File: src/fiso_pkg.sv
package fiso_pkg;

   localparam int IDX_W      = 31;
   localparam int EXT_W      = 16;
   localparam int DIM_W      = 3;
   localparam int CSR_IDX_W  = 3;
   localparam int CSR_DATA_W = 31;
   localparam int PROD_W     = 2 * IDX_W;
   localparam int SUM_W      = 64;
   localparam int STEPS      = 4;
   localparam int DIV_STAGES = (IDX_W + STEPS - 1) / STEPS;

   localparam logic [CSR_IDX_W-1:0] CSR_DIM         = 3'd0;
   localparam logic [CSR_IDX_W-1:0] CSR_EXT_BASE    = 3'd1;
   localparam logic [CSR_IDX_W-1:0] CSR_STRIDE_BASE = 3'd4;

   localparam logic [IDX_W-1:0] OFFSET_MAX = {IDX_W{1'b1}};

   typedef enum logic [1:0] {
      ERR_NONE,
      ERR_DIM,
      ERR_EXTENT,
      ERR_OVERFLOW
   } err_type;

endpackage

File: src/fiso_div_stage.sv
module fiso_div_stage
   import fiso_pkg::*;
#(
   parameter int NSLOT     = 3,
   parameter int SLOT      = 0,
   parameter int FIRST_BIT = 0
) (
   input  logic                          clock,
   input  logic                          reset,
   input  logic                          adv,
   input  logic                          prev_valid,
   input  logic [IDX_W-1:0]              prev_dq,
   input  logic [EXT_W-1:0]              prev_rem,
   input  logic [NSLOT-1:0][EXT_W-1:0]   prev_coord,
   input  logic [EXT_W-1:0]              divisor,
   output logic                          valid_ff,
   output logic [IDX_W-1:0]              dq_ff,
   output logic [EXT_W-1:0]              rem_ff,
   output logic [NSLOT-1:0][EXT_W-1:0]   coord_ff
);

   logic [EXT_W-1:0]            seed_rem;
   logic [NSLOT-1:0][EXT_W-1:0] coord_in;
   logic [IDX_W-1:0]            dq_in;
   logic [EXT_W-1:0]            rem_in;
   logic [EXT_W:0]              trial;

   generate
      if (FIRST_BIT == 0 && SLOT > 0) begin : g_entry
         always_comb begin
            seed_rem = '0;
            coord_in = prev_coord;
            coord_in[SLOT-1] = prev_rem;
         end
      end else if (FIRST_BIT == 0) begin : g_first
         always_comb begin
            seed_rem = '0;
            coord_in = prev_coord;
         end
      end else begin : g_mid
         always_comb begin
            seed_rem = prev_rem;
            coord_in = prev_coord;
         end
      end
   endgenerate

   always_comb begin
      dq_in  = prev_dq;
      rem_in = seed_rem;
      trial  = '0;
      for (int j = 0; j < STEPS; j++) begin
         if (FIRST_BIT + j < IDX_W) begin
            trial = {rem_in, dq_in[IDX_W-1]};
            dq_in = {dq_in[IDX_W-2:0], 1'b0};
            if (trial >= {1'b0, divisor}) begin
               trial    = trial - {1'b0, divisor};
               dq_in[0] = 1'b1;
            end
            rem_in = trial[EXT_W-1:0];
         end
      end
   end

   always_ff @(posedge clock) begin
      if (reset) begin
         valid_ff <= 1'b0;
      end else if (adv) begin
         valid_ff <= prev_valid;
      end
   end

   always_ff @(posedge clock) begin
      if (adv) begin
         dq_ff    <= dq_in;
         rem_ff   <= rem_in;
         coord_ff <= coord_in;
      end
   end

endmodule

File: config.mk
export PLATFORM = sky130hd
export DESIGN_NAME = fiso_div_stage
export DESIGN_NICKNAME = d
export VERILOG_FILES = /design/src/fiso_pkg.sv /design/src/fiso_div_stage.sv
export SDC_FILE = /design/constraint.sdc
export NUM_CORES = 1
export LEC_CHECK = 0
export BUFFER_PORTS_ARGS = -buffer_cell sky130_fd_sc_hd__buf_2
export CAP_MARGIN = 20
export CORE_UTILIZATION = 48
export DETAILED_ROUTE_END_ITERATION = 10
export PLACE_DENSITY_LB_ADDON = 0.15
export SLEW_MARGIN = 20
export SYNTH_ARGS = -nofsm -noshare
export SYNTH_HDL_FRONTEND = slang
export SYNTH_SLANG_ARGS = --single-unit
File: constraint.sdc
create_clock -name clock -period 12.48 [get_ports clock]
set_input_delay 0.624 -clock clock [delete_from_list [all_inputs] [get_ports clock]]
set_output_delay 0.624 -clock clock [all_outputs]
set_load 0.05 [all_outputs]
# [After elaboration in Yosys (flattened, before gate mapping)]
# Index checks and enable logic that the tools add are counted.
[classes] muxes=8 n_addsub=4 n_reduce_logical=0 n_shift=0 eq_ne=0 div_mod_pow=0 bitwise=0 mul=0 n_lt_le_gt_ge=4
[op_table] op="$mux W16" n=4
[op_table] op="$ge A17 B16 Y1" n=3
[op_table] op="$sub A16 B16 Y16" n=3
[op_table] op="$ge A1 B16 Y1" n=1
[op_table] op="$sub A1 B16 Y16" n=1
[op_table] op="$mux W1" n=4
[word_totals] reg_bits=96 latch_bits=0 input_bits=115 word_cells=22 output_inout_bits=96 ram_bits=0 n_memories=0 rom_bits=0

# [Longest topological paths before layout]
# Gate-level depths: netlist (run 1).
[depth] ltp_word=8 mapped_depth=41 mapped_depth_nobuf=37

# [Least setup slack after synthesis (run 1)]
# No wires, ideal clock.
[synth_path] path_type="input to register" start="input divisor[1]" end="register rem_ff[10] (data pin)" setup_slack_ns=2.683 t_arrival_ns=9.537 setup_time_ns=0.260 required_ns=12.220 n_path_buf=5 path_stages=39 path_cell_list="clkinv_1 ha_1 nor3b_1 or2b_2 clkbuf_8 inv_1 ha_1 clkbuf_2 nand4_2 or3_1 or4_4 and3_4 a311oi_4 nor2_1 inv_1 o21ai_0 inv_1 ha_1 [3 not listed] o31ai_1 or4_2 nand3_1 nor3b_2 buf_2 mux2i_1 ha_1 nor2b_1 o31ai_1 nand4bb_1 a221oi_1 o21a_1 a21oi_1 o21a_1 a311o_1 buf_6 buf_12 mux2_4"
[synth_via] elab_chain_len=8 word_cells_on_any_way=12 cone_classes="add/sub (4); order compare (4); mux (4)"
[synth_rtl] element="start, declared" line="fiso_div_stage.sv:15" source="input logic [EXT_W-1:0] divisor,"
[synth_rtl] element="$sub A1 B16 Y16 or $ge A1 B16 Y1 (tied branches)" line="fiso_div_stage.sv:57, fiso_div_stage.sv:56"
[synth_rtl] element="$mux W16" line="fiso_div_stage.sv:56" source="if (trial >= {1'b0, divisor}) begin"
[synth_rtl] element="$sub A16 B16 Y16 or $ge A17 B16 Y1 (tied branches)" line="fiso_div_stage.sv:57, fiso_div_stage.sv:56"
[synth_rtl] element="$mux W16" line="fiso_div_stage.sv:56"
[synth_rtl] element="$sub A16 B16 Y16 or $ge A17 B16 Y1 (tied branches)" line="fiso_div_stage.sv:57, fiso_div_stage.sv:56"
[synth_rtl] element="$mux W16" line="fiso_div_stage.sv:56"
[synth_rtl] element="$sub A16 B16 Y16 or $ge A17 B16 Y1 (tied branches)" line="fiso_div_stage.sv:57, fiso_div_stage.sv:56"
[synth_rtl] element="$mux W16 *" line="fiso_div_stage.sv:56"
[synth_rtl] element="net trial[10]" line="fiso_div_stage.sv:26" source="logic [EXT_W:0] trial;"
[synth_rtl] element="end signal, assigned" line="fiso_div_stage.sv:76" source="rem_ff <= rem_in;"
[synth_rtl] element="end, declared" line="fiso_div_stage.sv:18" source="output logic [EXT_W-1:0] rem_ff,"
# The timed path passes the listed nets; every way through them passes the cells marked *.
# A chain may end at the register's enable or synchronous reset.

# [Final worst setup path (run 1)]
[layout_path] start="input divisor[14]" end="register rem_ff[8] (data pin)"
[layout_via] elab_chain_len=8 word_cells_on_any_way=12 cone_classes="add/sub (4); order compare (4); mux (4)"
[layout_rtl] element="$sub A1 B16 Y16 or $ge A1 B16 Y1 (tied branches)" line="fiso_div_stage.sv:57, fiso_div_stage.sv:56"
[layout_rtl] element="$mux W16" line="fiso_div_stage.sv:56"
[layout_rtl] element="$sub A16 B16 Y16 or $ge A17 B16 Y1 (tied branches)" line="fiso_div_stage.sv:57, fiso_div_stage.sv:56"
[layout_rtl] element="$mux W16" line="fiso_div_stage.sv:56"
[layout_rtl] element="$ge A17 B16 Y1 or $sub A16 B16 Y16 (tied branches)" line="fiso_div_stage.sv:56, fiso_div_stage.sv:57"
[layout_rtl] element="$mux W16" line="fiso_div_stage.sv:56"
[layout_rtl] element="$sub A16 B16 Y16 or $ge A17 B16 Y1 (tied branches)" line="fiso_div_stage.sv:57, fiso_div_stage.sv:56"
[layout_rtl] element="$mux W16 *" line="fiso_div_stage.sv:56"
[layout_rtl] element="net trial[8]" line="fiso_div_stage.sv:26"
# Marks and branches as above.

==> impl_results.md, run 1 <==
- DR pass1 iterations: 5
- Grt total ovfl: 0
- Total track usage: 22.2%
- GPL Wtd Cong: 0.945
- Status: finished clean
- Initial drt markers: 202
- Setup Buffers After CTS: 0
- Cell count of the worst reg-to-reg path: 2
- Pwr dens: 112 nW/µm²
- EDFF count, synth: 95
- Largest net degree at the start of global routing: 97
- Clock sinks: 96
- # rows: 40
- Routed via count: 4,849
- Sequential-to-total area share from yosys stat: 47.5%
- Setup TNS: 0 ns
- Max clock buf depth: 2
- RSZ-0062 raised after global routing: false
- I/O Buffers: 194
- Via density: 5.49
- Hold Path Class: in2reg
- Hold path cells: 2
- Final Critical Period: 11.16 ns
- Async set-reset flop share out of synthesis: 0%
- Die area: 13,000 µm²
- Leakage: 3.39 nW
- DRT antenna net count: 0
- Core area: 12,200 µm²
- First-pass GRT wire length: 22.3 mm
- Clk_lat worst skew: 0.33 ns
- Final hold violations: 0
- Leading area contributor after synthesis: edfxtp_1
- Worst stage delay on the critical path: 0.65 ns
- Routed len/inst: 16.9 µm
- Fillers: 1,019
- Post-synth top area share: 47.2%
- Layout area overhead: 22.5%
- Slack of the worst reg-to-reg path: 11.90 ns
- Ys Warns: 0
- Arr. time, crit path: 11.25 ns
- NumNets Final: 877
- Reg2reg end: valid_ff
- Num CTS Buffers: 9
- Slew at the pin with the worst max-slew slack: 1.02 ns
- Syn Area/Cell: 11.7 µm²
- Register area: 2870 µm²
- DRC: 0
- Worst Hold End: valid_ff
- Peak supply drop: 83.1 µV
- Hold_sp: reset
- Crit path launch type: primary input
- Root Buffer: clkbuf_16
- Multi-input gate area: 2900 µm²
- Layout cell share with drive strength beyond 1: 37.2%
- Ranking of synthesized cells by area: edfxtp_1 47%, ha_1 10%, mux2_2 3.7%
- Post-CTS sizing: 0
- Reg-to-Reg Start: valid_ff
- Yosys reg bits: 96
- Setup violators final: 0
- Initial antenna violation count: 0
- Post-synthesis net count: 682
- Core Util, Final: 60.9%
- F_max: 0.0896 GHz
- Syn Inst Count: 515
- Synth Cell Area: 6050 µm²
- Clock transition at path regs: 0.07 ns
- Vias in the first global route: 4,529
- Worst Path Class, Setup: in2reg
- Antenna cell count: 0
- Post-CTS Hold Buffers: 0
- Clk_skew: 0 ns
- Setup crit end kind: flip-flop
- Top FF cell, synth: edfxtp_1
- Die X: 114 µm
- Slowest cell on the critical path: a311o_1
- H-tree levels: 3
- Boundary Pins: 211
- Pins Over Slew Limit: 0
- Dpl hpwl: 11.8 mm
- Relative slew slack: 32.3%
- Fin crit share: 89.4%
- Chip height: 114 µm
- Critical path fanouts, max: 17
- Final WL: 14.9 mm
- Crit path required time: 12.57 ns
- Max_cap viols: 0
- Starting Density: 49.7%
- Yosys cell types: 72
- CTS tree: built
-- Yosys cell counts, types with 3 or more instances --
library cell	count
a21oi_1	35
xnor2_1	21
mux2_4	8
o21ai_0	20
mux2i_1	5
inv_1	38
and3_1	4
clkbuf_8	4
mux2_2	20
a31oi_1	4
or2_2	5
a311oi_1	6
nand4_1	10
o21a_1	13
o2111ai_1	3
nor2_1	28
and2_1	3
a211oi_1	4
nor3b_1	3
nand2_1	24
or3_1	4
nand3_1	5
nor2b_1	5
edfxtp_1	95
nor3_1	13
xor2_1	9
o21bai_1	4
o31ai_1	6
a21o_1	8
ha_1	49
fa_1	3
nor4_1	3
a21o_2	4
-- state kept, by name, indices dropped and copies added (netlist names) --
register  count
rem_ff       16
valid_ff      1
coord_ff     48
dq_ff        31
-- routing by layer --
metal / global-route usage (%) / vias to the layer above / part of all wire, %
met2: 39.3 / 156 / 50
met1: 27.4 / 2321 / 42
met5: 0 / - / 0
met4: 6.41 / 0 / 1.1
met3: 4.50 / 16 / 6.2
li1: - / 2356 / -
-- power breakdown --
part	internal, mW	switching, mW	total, mW	leakage (nW)
clock network	0.139	0.123	0.262	0.141
registers	0.380	0.00548	0.386	0.933
logic	0.0483	0.137	0.185	2.32
total	0.568	0.265	0.833	3.39
-- stage by stage --
stage | worst slack, ns | std cells | power (mW) | area, µm² | hold WS (ns)
floorplan | 2.68 | 515 | 0.523 | 6050 | 0.696
global placement | 1.14 | 867 | 0.574 | 7120 | 0.477
detailed placement | 1.06 | 867 | 0.578 | 7120 | 0.485
CTS | 1.40 | 883 | 0.838 | 7400 | 0.421
global route | 0.400 | 883 | 0.863 | 7410 | 0.422
finish | 1.32 | 883 | 0.833 | 7410 | 0.434
-- worst max path at each step --
stage            endpoint  cells past startpoint   startpoint
3_3_place_gp    rem_ff[7]                     33  divisor[14]
2_1_floorplan  rem_ff[10]                     39   divisor[1]
6_report        rem_ff[8]                     33  divisor[14]
4_1_cts        rem_ff[11]                     35   divisor[1]
5_1_grt        rem_ff[11]                     33  divisor[15]
3_5_place_dp   rem_ff[11]                     35   divisor[1]
-- critical path: cells and delay by family --
| kind | cells | cell delay (ns) |
|---|---|---|
| AO/OA/AOI/OAI | 15 | 4.86 |
| AND/OR/NAND/NOR | 10 | 3.35 |
| adder cells (fa/ha/maj) | 3 | 1.05 |
| multiplexers | 2 | 0.85 |
| buffers and inverters | 3 | 0.51 |
-- layout by cell type, fill, tap and decap left out, drive strengths merged, types with 7 or more instances in the layout --
cell    count
a21o       12
a21oi      35
a311oi      7
buf       196
clkbuf      9
edfxtp     95
ha         49
inv        43
mux2       28
nand2      24
nand4      11
nor2       29
nor3       14
o21a       13
o21ai      20
xnor2      21
xor2        9
-- layout make-up --
| cell class | instances | share of cell area, % |
|---|---|---|
| Sequential cell | 96 | 38.8 |
| Multi-Input combinational cell | 368 | 39.2 |
| Clock buffer | 9 | 3.04 |
| Inverter | 39 | 1.98 |
| Clock inverter | 7 | 0.794 |
| Tap cell | 168 | 2.84 |
| Timing Repair Buffer | 196 | 13.4 |
-- cells by family after synthesis --
family | synth area share (%)
buffers and inverters | 4.51
adders and majority gates | 11.1
DFF | 47.5
and+or+nand+nor | 11.5
AOI/OAI and AO/OA | 14.4
xor gates and xnor gates | 4.35
muxes | 6.54
Power figures use the tool's default switching activity.
==> inputs of run 2 (changes only) <==
==> constraint.sdc (replaced) <==
create_clock -name clock -period 12.48 [get_ports clock]
set_input_delay 2.496 -clock clock [delete_from_list [all_inputs] [get_ports clock]]
set_output_delay 2.496 -clock clock [all_outputs]
set_load 0.05 [all_outputs]
==> run 2 against run 1 <==
Non-clock buffer count increased by 48. Routed wire length fell by 0.26%. Clock power about the same. Worst hold slack improved by 0.073 ns. Maximum frequency down 1.4%. Via count increased by 3.9%. Critical endpoint unchanged. Largest power group unchanged.
==> impl_results.md, run 2 (synthesized netlist as in run 1, its figures left out) <==
- Setup Buffers After CTS: 0 (unchanged)
- H-tree levels: 3 (unchanged)
- Flop pwr share: 45.9% (was 46.3%)
- I/O Buffers: 194 (unchanged)
- Switching Fraction: 31.7% (was 31.8%)
- Layout area overhead: 28.6% (was 22.5%)
- Routed len/inst: 16.0 µm (was 16.9 µm)
- Final WL: 14.9 mm (about the same)
- Slack of the worst reg-to-reg path: 11.89 ns (was 11.90 ns)
- Layout cell share with drive strength beyond 1: 41.2% (was 37.2%)
- Non-Filler Instances: 931 (was 883)
- First-pass GRT wire length: 22.7 mm (was 22.3 mm)
- DRT antenna net count: 0 (unchanged)
- F_max: 0.0883 GHz (was 0.0896 GHz)
- Sw Pwr: 0.266 mW (was 0.265 mW)
- Most used cell, CP: ha_1
- Fin crit share: 90.7% (was 89.4%)
- Pwr dens: 108 nW/µm² (was 112 nW/µm²)
- Peak supply drop: 104 µV (was 83.1 µV)
- Most common cell after layout, fill and taps aside: buf_2 (unchanged)
- Core area: 12,200 µm² (unchanged)
- # rows: 40 (unchanged)
- Worst stage delay on the critical path: 0.57 ns (was 0.65 ns)
- NumNets Final: 925 (was 877)
- Post-CTS Hold Buffers: 0 (unchanged)
- Root Buffer: clkbuf_16 (unchanged)
- Setup crit end kind: flip-flop (unchanged)
- Vias in the first global route: 4,623 (was 4,529)
- Setup violators final: 0 (unchanged)
- Clk_lat worst skew: 0.34 ns (was 0.33 ns)
- Via density: 5.41 (was 5.49)
- CTS tree: built (unchanged)
- Arr. time, crit path: 11.41 ns (was 11.25 ns)
- Hold Path Class: reg2reg (was in2reg)
- Slew at the pin with the worst max-slew slack: 0.662 ns (was 1.02 ns)
- Total track usage: 22.5% (was 22.2%)
- Register area: 2870 µm² (unchanged)
- Most flop-heavy register: coord_ff (unchanged)
- Clk_skew: 0 ns (unchanged)
- Fillers: 977 (was 1,019)
- Critical path fanouts, max: 17 (unchanged)
- Initial drt markers: 249 (was 202)
- Largest net degree at the start of global routing: 54 (was 97)
- Final Critical Period: 11.32 ns (was 11.16 ns)
- Clock power frac: 31.3% (was 31.4%)
- Pins Over Slew Limit: 0 (unchanged)
- Relative slew slack: 55.9% (was 32.3%)
- Initial antenna violation count: 0 (unchanged)
- Dpl hpwl: 12.2 mm (was 11.8 mm)
- Setup TNS: 0 ns (unchanged)
- Boundary Pins: 211 (unchanged)
- Crit path launch type: primary input (unchanged)
- Clock transition at path regs: 0.07 ns (about the same)
- Final Power: 0.839 mW (was 0.833 mW)
- Die X: 114 µm (unchanged)
- Int Pwr: 0.573 mW (was 0.568 mW)
- Num CTS Buffers: 9 (unchanged)
- GPL Wtd Cong: 0.916 (was 0.945)
- DR pass1 iterations: 5 (unchanged)
- Worst Path Class, Setup: in2reg (unchanged)
- Post-CTS sizing: 0 (unchanged)
- Largest register FFs: 48 (unchanged)
- RSZ-0062 raised after global routing: false (unchanged)
- Dpl cells: 915 (was 867)
- Starting Density: 49.7% (unchanged)
- Grt total ovfl: 0 (unchanged)
- Final hold violations: 0 (unchanged)
- Chip height: 114 µm (unchanged)
- Leakage: 3.63 nW (was 3.39 nW)
- Antenna cell count: 0 (unchanged)
- Max_cap viols: 0 (unchanged)
- Clock sinks: 96 (unchanged)
- Routed via count: 5,040 (was 4,849)
- Slowest cell on the critical path: or4_2 (was a311o_1)
- Crit path required time: 12.57 ns (about the same)
- Max clock buf depth: 2 (unchanged)
- Most frequent cells in the layout: 193 x buf_2, 95 x edfxtp_1, 50 x buf_4 (was 193 x buf_2, 95 x edfxtp_1, 49 x ha_1)
- Die area: 13,000 µm² (unchanged)
- Power share of the combinational group: 22.8% (was 22.2%)
- Status: finished clean (unchanged)
- Multi-input gate area: 2900 µm² (unchanged)
- Largest regs: coord_ff: 48 flops, dq_ff: 31 flops, rem_ff: 16 flops (unchanged)
- DRC: 0 (unchanged)
==> run 2: changes by cell type in the layout (fill, tap and decap cells not counted) <==
cell and delta:
buf_4 +48, inv_6 -1, buf_12 +1, inv_8 +1, buf_6 -1
==> run 2: per-stage QoR <==
stage | instance area, µm² | utilization [%] | hold WS (ns) | setup slack, ns
after global placement | 7490 | 61.6 | 0.478 | 0.894
after global routing | 7780 | 64.0 | 0.554 | 0.524
after CTS | 7780 | 64.0 | 0.504 | 1.24
final | 7780 | 64.0 | 0.507 | 1.16
after detailed placement | 7490 | 61.6 | 0.482 | 0.875
after floorplan | 6050 | - | 0.733 | 0.811
==> run 2: area by class of cell <==
| class | instances | share of cell area [%] |
|---|---|---|
| timing repair buffer | 244 | 17.5 |
| multi-input combinational | 368 | 37.3 |
| inverter | 39 | 1.88 |
| sequential | 96 | 36.9 |
| tap | 168 | 2.70 |
| clock buffer | 9 | 2.90 |
| clock inverter | 7 | 0.788 |
==> run 2: worst paths after layout <==
check	from	depth (start not counted)	endpoint
max reg2reg	valid_ff	2	valid_ff
min	valid_ff	2	valid_ff
max	divisor[14]	34	rem_ff[8]
min reg2reg	valid_ff	2	valid_ff
==> run 2: routing by layer <==
layer	up-vias	share of wire (%)	global-route usage, %
met3	24	5.4	3.97
li1	2466	-	-
met4	0	1.9	8.23
met1	2378	42	27.7
met2	172	51	39.4
met5	-	0	0
==> run 2: critical path, delay by kind of cell <==
| family | cells | cell delay [ns] |
|---|---|---|
| AND/OR/NAND/NOR | 14 | 4.58 |
| buffers and inverters | 5 | 0.79 |
| AO/OA/AOI/OAI | 10 | 2.13 |
| multiplexers | 2 | 0.57 |
| adder cells (fa/ha/maj) | 3 | 0.82 |
==> run 2: power by group through the flow <==
stage	combinational [mW]	sequential, mW	clock, mW
2_1_floorplan	0.0452	0.478	0
3_3_place_gp	0.188	0.391	0
3_5_place_dp	0.191	0.392	0
4_1_cts	0.192	0.385	0.268
5_1_grt	0.203	0.387	0.282
6_report	0.191	0.385	0.263
==> inputs of run 3 (changes only) <==
- ABC_AREA: unset -> 1
==> run 3 against run 2 <==
Design area shrank 1.7%. Register-to-register slack is essentially flat. Synthesized cell count grew 30%. Highest routed layer unchanged.
==> impl_results.md, run 3 <==
- Largest register FFs: 48 (unchanged)
- RSZ-0062 raised after global routing: false (unchanged)
- Critical path fanouts, max: 21 (was 17)
- Hold Path Class: reg2reg (unchanged)
- Arr. time, crit path: 10.88 ns (was 11.41 ns)
- Syn Inst Count: 669 (was 515)
- Pwr dens: 110 nW/µm² (was 108 nW/µm²)
- Initial drt markers: 325 (was 249)
- Non-Filler Instances: 1,046 (was 931)
- Routed len/inst: 15.6 µm (was 16.0 µm)
- Pins Over Slew Limit: 0 (unchanged)
- Starting Density: 49.3% (was 49.7%)
- Worst Path Class, Setup: in2reg (unchanged)
- Root Buffer: clkbuf_16 (unchanged)
- Num CTS Buffers: 9 (unchanged)
- EDFF count, synth: 95 (unchanged)
- Peak supply drop: 70.5 µV (was 104 µV)
- Die X: 116 µm (was 114 µm)
- Final WL: 16.3 mm (was 14.9 mm)
- Max_cap viols: 0 (unchanged)
- First-pass GRT wire length: 25.2 mm (was 22.7 mm)
- Yosys cell types: 50 (was 72)
- Layout area overhead: 22.9% (was 28.6%)
- Grt total ovfl: 0 (unchanged)
- H-tree levels: 3 (unchanged)
- Top-count cell post-synth: nand2_1 (was edfxtp_1)
- Most frequent cells in the layout: 193 x buf_2, 175 x nand2_1, 95 x edfxtp_1 (was 193 x buf_2, 95 x edfxtp_1, 50 x buf_4)
- Setup violators final: 0 (unchanged)
- Dpl cell area: 7330 µm² (was 7490 µm²)
- NumNets Final: 1,034 (was 925)
- Setup TNS: 0 ns (unchanged)
- Post-CTS Hold Buffers: 0 (unchanged)
- Relative slew slack: 44.6% (was 55.9%)
- Final Critical Period: 10.79 ns (was 11.32 ns)
- CTS tree: built (unchanged)
- Layout cell share with drive strength beyond 1: 29.7% (was 41.2%)
- Busiest metal layer after global routing: met2 (unchanged)
- Max clock buf depth: 2 (unchanged)
- Setup Buffers After CTS: 0 (unchanged)
- Leakage: 3.85 nW (was 3.63 nW)
- F_max: 0.0927 GHz (was 0.0883 GHz)
- Die area: 13,400 µm² (was 13,000 µm²)
- Met2 Use GR: 42.8% (was 39.4%)
- Top post-synthesis cells by count: 175 x nand2_1, 95 x edfxtp_1, 77 x inv_1 (was 95 x edfxtp_1, 49 x ha_1, 38 x inv_1)
- Most common cell after layout, fill and taps aside: buf_2 (unchanged)
- Largest net degree at the start of global routing: 97 (was 54)
- Syn Area/Cell: 9.29 µm² (was 11.7 µm²)
- Most used cell, CP: nand2_1 (was ha_1)
- Worst stage delay on the critical path: 0.47 ns (was 0.57 ns)
- Most flop-heavy register: coord_ff (unchanged)
- Top FF cell, synth: edfxtp_1 (unchanged)
- DRT antenna net count: 0 (unchanged)
- Crit path required time: 12.57 ns (about the same)
- Cell count of the worst reg-to-reg path: 2 (unchanged)
- Total track usage: 24.4% (was 22.5%)
- Boundary Pins: 211 (unchanged)
- Dpl cells: 1,028 (was 915)
- Clock transition at path regs: 0.07 ns (about the same)
- Core area: 12,600 µm² (was 12,200 µm²)
- I/O Buffers: 194 (unchanged)
- Clk_skew: 0 ns (unchanged)
- Dpl hpwl: 13.2 mm (was 12.2 mm)
- Post-synth top area share: 45.9% (was 47.2%)
- Fin crit share: 86.4% (was 90.7%)
- GPL Wtd Cong: 0.956 (was 0.916)
- Async set-reset flop share out of synthesis: 0% (unchanged)
- Clk_lat worst skew: 0.34 ns (about the same)
- Final hold violations: 0 (unchanged)
- Slowest cell on the critical path: a211oi_1 (was or4_2)
- Ranking of synthesized cells by area: edfxtp_1 46%, nand2_1 11%, ha_1 9.9% (was edfxtp_1 47%, ha_1 10%, mux2_2 3.7%)
- Ys Warns: 0 (unchanged)
- Slew at the pin with the worst max-slew slack: 0.830 ns (was 0.662 ns)
- Finished Cell Area: 7640 µm² (was 7780 µm²)
- Sequential-to-total area share from yosys stat: 46.2% (was 47.5%)
- Via density: 5.13 (was 5.41)
- # rows: 41 (was 40)
- Leading area contributor after synthesis: edfxtp_1 (unchanged)
- Clock sinks: 96 (unchanged)
- Synth Cell Area: 6220 µm² (was 6050 µm²)
- Crit path launch type: primary input (unchanged)
- Routed via count: 5,367 (was 5,040)
- Status: finished clean (unchanged)
- Largest regs: coord_ff: 48 flops, dq_ff: 31 flops, rem_ff: 16 flops (unchanged)
- Global-route met3 utilization: 3.61% (was 3.97%)
- Hold path cells: 2 (unchanged)
- Setup crit end kind: flip-flop (unchanged)
- Vias in the first global route: 5,099 (was 4,623)
- DRC: 0 (unchanged)
- Post-CTS sizing: 0 (unchanged)
- Chip height: 116 µm (was 114 µm)
- Initial antenna violation count: 1 (was 0)
- Post-synthesis net count: 836 (was 682)
- Yosys reg bits: 96 (unchanged)
- DR pass1 iterations: 5 (unchanged)
- Grt met1 use: 30.5% (was 27.7%)
[run 3: cell count changes after synthesis, moves of 9 or more]
cell / previous run / this run
a21oi_1: 35 / 45
inv_1: 38 / 77
mux2_2: 20 / 0
nand2_1: 24 / 175
nand2_2: 0 / 9
nand3_1: 5 / 31
nor2_1: 28 / 40
nor3_1: 13 / 3
o21a_1: 13 / 1
xnor2_1: 21 / 12
xor2_1: 9 / 21
[run 3: cell type report]
type / count / area (µm²)
multi-input combinational: 482 / 2950
fill: 1113 / 4980
tap: 172 / 215
antenna: 2 / 5.00
sequential: 96 / 2870
inverter: 83 / 317
clock buffer: 9 / 225
clock inverter: 7 / 73.8
timing repair buffer: 195 / 985
[run 3: stage by stage]
stage	worst slack [ns]	hold WS, ns	power (mW)	util (%)
detailed placement	1.40	0.480	0.582	58.1
finish	1.69	0.499	0.841	60.6
CTS	1.76	0.500	0.849	60.5
floorplan	3.15	0.733	0.525	-
global placement	1.60	0.474	0.579	58.1
global route	0.860	0.522	0.875	60.5
[run 3: final timing paths]
path	slack [ns]	endpoint	start
max	1.69	rem_ff[14]	divisor[0]
min	0.50	valid_ff	valid_ff
max reg2reg	11.90	valid_ff	valid_ff
min reg2reg	0.50	valid_ff	valid_ff
[run 3: critical path: cells and delay by family]
family / cells / cell delay [ns]
buf+inv: 4 / 0.63
simple gates: 19 / 2.94
compound gates: 14 / 3.38
fa+ha+maj: 5 / 1.41
[run 3: per-layer routing]
layer | up-vias | wire (µm)
li1 | 2684 | -
met1 | 2479 | 6950
met2 | 179 | 8000
met3 | 25 | 963
met4 | 0 | 374
met5 | - | 0
[run 3: logic make-up after synthesis]
logic type,count (synthesis),share of synthesized area (%)
multiplexers,1,0.161
adder cells (fa/ha/maj),52,10.8
XOR/XNOR,33,4.65
AO/OA/AOI/OAI,99,9.60
AND/OR/NAND/NOR,297,22.2
buffers and inverters,91,6.36
flip-flops,96,46.2
[run 3: power breakdown]
group / switching (mW) / internal (mW) / leakage [nW]
logic: 0.143 / 0.0465 / 2.77
clock network: 0.125 / 0.141 / 0.147
registers: 0.00505 / 0.380 / 0.933
total: 0.273 / 0.568 / 3.85
